`src/rtl/sfc_pkg.sv`:
```
// ----------------------------------------------------------------------------
// sfc_pkg
// Shared types and constants of the saturating FIR convolver: item opcodes,
// controller states and the command and status bundles between the
// controller and the datapath.
// ----------------------------------------------------------------------------
package sfc_pkg;

  localparam int MAX_TAPS_DEF    = 256;
  localparam int SAMPLE_BITS_DEF = 16;

  localparam int TAP_INDEX_W = 8;
  localparam int OP_W        = 2;

  // configuration registers
  localparam int              TAP_COUNT_W   = 9;
  localparam logic [TAP_COUNT_W-1:0] TAP_COUNT_RST = 9'd200;
  localparam int              APB_DATA_W    = 32;
  localparam int              APB_ADDR_W    = 3;
  localparam logic            REG_TAP_COUNT = 1'b0;

  typedef enum logic [OP_W-1:0] {
    OP_LOAD   = 2'd0,
    OP_SAMPLE = 2'd1,
    OP_FLUSH  = 2'd2
  } op_e;

  typedef enum logic [1:0] {
    ST_IDLE,
    ST_RUN,
    ST_DRAIN,
    ST_EMIT
  } state_e;

  typedef struct packed {
    logic coef_we;     // write tap into coefficient store
    logic push;        // shift a sample into the history
    logic push_zero;   // the shifted sample is zero (tail)
    logic mac_clear;   // restart tap counter and accumulator
    logic issue;       // read one tap pair into the mac pipe
    logic emit;        // load the output register
    logic emit_last;   // result closes the run
    logic clear_hist;  // empty the history after the result
  } ctrl_cmd_t;

  typedef struct packed {
    logic last_issue;  // tap counter sits on the final tap
    logic pipe_busy;   // products still in flight
    logic out_busy;    // output register holds an untaken result
  } dp_status_t;

endpackage

```
`src/rtl/sfc_ctrl.sv`:
```
// ----------------------------------------------------------------------------
// sfc_ctrl
// Item sequencer: decodes accepted items, keeps the tail count and steps the
// datapath through push, tap walk, pipe drain and result hand-off.
// ----------------------------------------------------------------------------
module sfc_ctrl import sfc_pkg::*; #(
  parameter  int MAX_TAPS = MAX_TAPS_DEF,
  localparam int CNT_W    = $clog2(MAX_TAPS + 1)
) (
  input  logic                   clk_i,
  input  logic                   rst_ni,
  input  logic                   in_valid_i,
  output logic                   in_ready_o,
  input  logic [OP_W-1:0]        op_i,
  input  logic [TAP_INDEX_W-1:0] tap_index_i,
  input  logic                   last_sample_i,
  input  logic [CNT_W-1:0]       taps_i,
  input  dp_status_t             status_i,
  output ctrl_cmd_t              cmd_o
);

  state_e           state_q, state_d;
  logic [CNT_W-1:0] tail_q, tail_d;
  logic             last_q, last_d;
  logic             accept;

  assign in_ready_o = (state_q == ST_IDLE);
  assign accept     = in_valid_i && in_ready_o;

  always_ff @(posedge clk_i or negedge rst_ni) begin
    if (!rst_ni) begin
      state_q <= ST_IDLE;
      tail_q  <= '0;
      last_q  <= 1'b0;
    end else begin
      state_q <= state_d;
      tail_q  <= tail_d;
      last_q  <= last_d;
    end
  end

  always_comb begin
    state_d = state_q;
    tail_d  = tail_q;
    last_d  = last_q;
    cmd_o   = '0;
    unique case (state_q)
      ST_IDLE: begin
        if (accept) begin
          case (op_i)
            OP_LOAD: begin
              cmd_o.coef_we = (int'(tap_index_i) < MAX_TAPS);
            end
            OP_SAMPLE: begin
              cmd_o.push      = 1'b1;
              cmd_o.mac_clear = 1'b1;
              tail_d          = '0;
              last_d          = 1'b0;
              if (last_sample_i) begin
                if (taps_i > CNT_W'(1)) begin
                  tail_d = taps_i - CNT_W'(1);
                end else begin
                  last_d = 1'b1;
                end
              end
              state_d = ST_RUN;
            end
            OP_FLUSH: begin
              // a flush with no tail pending is dropped
              if (tail_q != '0) begin
                cmd_o.push      = 1'b1;
                cmd_o.push_zero = 1'b1;
                cmd_o.mac_clear = 1'b1;
                tail_d          = tail_q - CNT_W'(1);
                last_d          = (tail_q == CNT_W'(1));
                state_d         = ST_RUN;
              end
            end
            default: begin
            end
          endcase
        end
      end
      ST_RUN: begin
        cmd_o.issue = 1'b1;
        if (status_i.last_issue) begin
          state_d = ST_DRAIN;
        end
      end
      ST_DRAIN: begin
        if (!status_i.pipe_busy) begin
          state_d = ST_EMIT;
        end
      end
      ST_EMIT: begin
        if (!status_i.out_busy) begin
          cmd_o.emit       = 1'b1;
          cmd_o.emit_last  = last_q;
          cmd_o.clear_hist = last_q;
          state_d          = ST_IDLE;
        end
      end
      default: begin
        state_d = ST_IDLE;
      end
    endcase
  end

  a_tail_drops_by_one: assert property (@(posedge clk_i) disable iff (!rst_ni)
    (accept && op_i == OP_FLUSH && tail_q != '0) |=> tail_q == $past(tail_q) - CNT_W'(1))
    else $error("tail count did not step down on a flush");

  a_emit_only_after_drain: assert property (@(posedge clk_i) disable iff (!rst_ni)
    cmd_o.emit |-> !status_i.pipe_busy)
    else $error("result emitted with products in flight");

  a_push_only_on_accept: assert property (@(posedge clk_i) disable iff (!rst_ni)
    cmd_o.push |-> accept && !status_i.pipe_busy)
    else $error("history push outside an accepted item");

endmodule

```
`config.mk`:
```
export PLATFORM = sky130hd
export DESIGN_NAME = sfc_ctrl
export DESIGN_NICKNAME = d
export VERILOG_FILES = /design/src/rtl/sfc_pkg.sv /design/src/rtl/sfc_ctrl.sv
export SDC_FILE = /design/constraint.sdc
export NUM_CORES = 1
export LEC_CHECK = 0
export BUFFER_PORTS_ARGS = -buffer_cell sky130_fd_sc_hd__clkbuf_2
export CORE_MARGIN = 2
export CORE_UTILIZATION = 45
export CTS_BUF_LIST = sky130_fd_sc_hd__clkbuf_8
export CTS_CLUSTER_DIAMETER = 50
export DETAILED_ROUTE_END_ITERATION = 8
export GPL_ROUTABILITY_DRIVEN = 0
export PLACE_DENSITY = 0.74
export SLEW_MARGIN = 20
export SYNTH_ARGS = -nofsm -noshare
export SYNTH_HDL_FRONTEND = slang
export SYNTH_SLANG_ARGS = --single-unit
```
`constraint.sdc`:
```
create_clock -name clk_i -period 4 [get_ports clk_i]
set_clock_uncertainty 0.15 [all_clocks]
set_input_delay 0.2 -clock clk_i [delete_from_list [all_inputs] [get_ports clk_i]]
set_output_delay 0.2 -clock clk_i [all_outputs]
set_load 0.02 [all_outputs]
```
==> impl_metrics.env <==
export IMPL_run_status="completed"
export IMPL_synth_edf_count=0
export IMPL_grt_pass1_wl_mm=5.06
export IMPL_p_int_mw=0.417
export IMPL_die_area_um2=3100
export IMPL_post_place_cells=188
export IMPL_root_buffer="clkbuf_8"
export IMPL_slowest_delay_ps=640
export IMPL_r2r_start="tail_q[0]$_DFFE_PN0P_"
export IMPL_path_delay_family="simple AND/OR/NAND/NOR gates"
export IMPL_cts_num_sinks=12
export IMPL_clock_latency_ps=250
export IMPL_cts_tree="done"
export IMPL_maxSlewHeadroom_pct=45.4
export IMPL_clock_fmax_mhz=399
export IMPL_rsz0062_at_grt="false"
export IMPL_yosysWarnings=0
export IMPL_leakage_nw=0.645
export IMPL_cp_required_ps=3650
export IMPL_ys_flop_type="dfrtp_1"
export IMPL_drt_pass1_iterations=4
export IMPL_synthArstFlopShare_pct=100
export IMPL_synth_area_per_cell_um2=8.70
export IMPL_sequentialPowerShare_pct=32.4
export IMPL_vias=1167
export IMPL_setup_viol=0
export IMPL_dpl_instance_area_um2=1340
export IMPL_register_area_um2=300
export IMPL_fin_crit_ps=2510
export IMPL_synth_area_um2=1200
export IMPL_initial_core_util_pct=48.0
export IMPL_drive_above_1_share_pct=25.2
export IMPL_layout_cells_most_common="clkbuf_2"
export IMPL_grt_pass1_vias=1149
export IMPL_power_frac_clock_pct=18.8
export IMPL_dp_hpwl_mm=2.26
export IMPL_final_nets=203
export IMPL_n_fill_cell=246
export IMPL_track_usage_pct=19.9
export IMPL_synth_cell_types=49
export IMPL_grt_antenna_before_repair=0
export IMPL_final_cell_mix="clkbuf_2, ha_1, dfrtp_1"
export IMPL_tightest_slew_ps=812
export IMPL_start_kind="register"
export IMPL_slew_violations=0
export IMPL_p_comb_share_pct=48.8
export IMPL_startpoint="tail_q[0]$_DFFE_PN0P_"
export IMPL_core_rowCount=18
export IMPL_hold_viol=0
export IMPL_path_cells="inv_1 > ha_1 > nor4b_1 > nand2_1 > a21oi_1 > nor3b_1 > clkbuf_2"
export IMPL_critPathKind="register to primary output"
export IMPL_post_cts_buffers=0
export IMPL_multi_input_area_um2=825
export IMPL_n_antenna_cell=0
export IMPL_syn_num_nets=177
export IMPL_crit_arrival_ps=2160
export IMPL_p_sw_share_pct=42.8
export IMPL_cp_depth=7
export IMPL_reg2reg_depth=6
export IMPL_timing_final_crit_share_pct=62.7
export IMPL_fin_cells=193
export IMPL_timing_setup_tns_ps=0
export IMPL_clockBufferDepth=2
export IMPL_slowest_stage="nor4b_1"
export IMPL_post_route_drc_count=0
export IMPL_grt_max_degree=18
export IMPL_stdcell_area_um2=1410
export IMPL_cts_buffers_inserted=3
export IMPL_wirelength_mm=2.89
export IMPL_cap_viol_max_count=0
export IMPL_endpoint="cmd_o[4]"
export IMPL_htreeDepth=1
export IMPL_overflow=0
export IMPL_die_h_um=55.7
export IMPL_ir_worst_vdd_v=0.000270
export IMPL_critPathBufInv=2
export IMPL_r2r_end="tail_q[5]$_DFFE_PN0P_"
export IMPL_io_pins=35
export IMPL_min_path_type="input pin to register"
export IMPL_via_per_inst=6.05
export IMPL_io_buffers=26
export IMPL_drt_iter0_drc=48
export IMPL_path_clk_slew_ps=60
export IMPL_wl_per_cell_um=15.0
export IMPL_core_um2=2500
export IMPL_syn_inst=138
export IMPL_ant_nets=0
export IMPL_pwr_density_cell_nw_per_um2=519
export IMPL_area_delta_synth_final_pct=17.1
export IMPL_regToRegSetupSlack_ps=1600
export IMPL_dieWidth_um=55.7
export IMPL_synth_seq_area_share_pct=25.0
export IMPL_path_max_fanout=5
export IMPL_worstSetupEndpointType="primary output"
export IMPL_synth_seq_cells=12
export IMPL_power_switching_mw=0.312
## sequential cells by signal, summed over array words and instances (netlist names)
| register | cells |
|---|---|
| tail_q | 9 |
| last_q | 1 |
| state_q | 2 |
## cell families (layout without fill, tap and decap cells)
logic type / count (synthesis) / count (layout) / share of synthesized area [%]
adders and majority gates: 13 / 13 / 13.5
buffers and inverters: 18 / 43 / 6.35
muxes: 2 / 2 / 1.77
DFF: 12 / 12 / 25.0
and+or+nand+nor: 51 / 51 / 25.3
AOI/OAI and AO/OA: 39 / 39 / 25.8
xor gates and xnor gates: 3 / 3 / 2.19
## power groups by stage
stage	registers (mW)	logic, mW	clock network (mW)
floorplan	0.222	0.271	0
finish	0.236	0.356	0.137
CTS	0.236	0.356	0.139
global route	0.248	0.403	0.143
detailed placement	0.237	0.354	0
global placement	0.234	0.339	0
## cells in the mapped netlist, types with 3 or more instances
master	count	share of area, %
o21ai_0	6	2.5
xnor2_1	3	2.2
and3_1	3	1.6
nand4_1	4	2.1
nand2_1	8	2.5
clkbuf_1	4	1.2
dfrtp_1	12	25
nor3b_1	3	1.9
a22o_1	3	2.2
o211ai_1	3	1.9
a21oi_1	5	2.1
nor2_1	7	2.2
ha_1	13	14
nor4_1	4	2.1
inv_1	11	3.4
nor3_1	3	1.2
## worst min path at each step
stage                    start                    end  depth (start not counted)
floorplan               rst_ni     last_q$_DFFE_PN0P_                          0
global placement        rst_ni  tail_q[0]$_DFFE_PN0P_                          1
finish              in_valid_i  tail_q[7]$_DFFE_PN0P_                          3
detailed placement      rst_ni  tail_q[0]$_DFFE_PN0P_                          1
global route        in_valid_i  tail_q[7]$_DFFE_PN0P_                          3
CTS                 in_valid_i  tail_q[7]$_DFFE_PN0P_                          3
## layer usage
layer | vias to the layer above | global-route usage (%) | share of wire, % | wire, um
met5 | - | 0 | 0 | 0
met4 | 0 | 8.71 | 2.0 | 59
li1 | 572 | - | - | -
met3 | 6 | 2.33 | 5.9 | 171
met2 | 39 | 36.6 | 51 | 1490
met1 | 550 | 23.0 | 41 | 1180
## metrics by stage
step / power [mW] / worst slack, ps / util [%] / hold WS, ps
4_1_cts: 0.731 / 1490 / 56.3 / 205
6_report: 0.729 / 1490 / 56.3 / 201
3_3_place_gp: 0.573 / 1610 / 53.7 / -43.2
2_1_floorplan: 0.494 / 1820 / - / -246
5_1_grt: 0.793 / 1310 / 56.3 / 248
3_5_place_dp: 0.591 / 1630 / 53.7 / -39.3
## final cells by class
class                      instances  area share, %
clock buffer                       4           3.91
tap                               30           2.67
multi-input combinational        108           58.6
sequential                        12           21.4
inverter                          11           2.94
timing repair buffer              28           10.5
## worst register-to-register path, delay by kind of cell (launching register included)
kind / cells / cell delay [ps]
simple gates: 1 / 640
buf+inv: 1 / 120
flops: 1 / 420
compound gates: 3 / 800
fa+ha+maj: 1 / 150
## what timing repair did
action	4_1_cts	5_1_grt
gates resized for setup	0	0
endpoints found under the setup margin	0	0
hold buffers	1	0
hold endpoints to repair	12	0
Power figures use the tool's default switching activity.
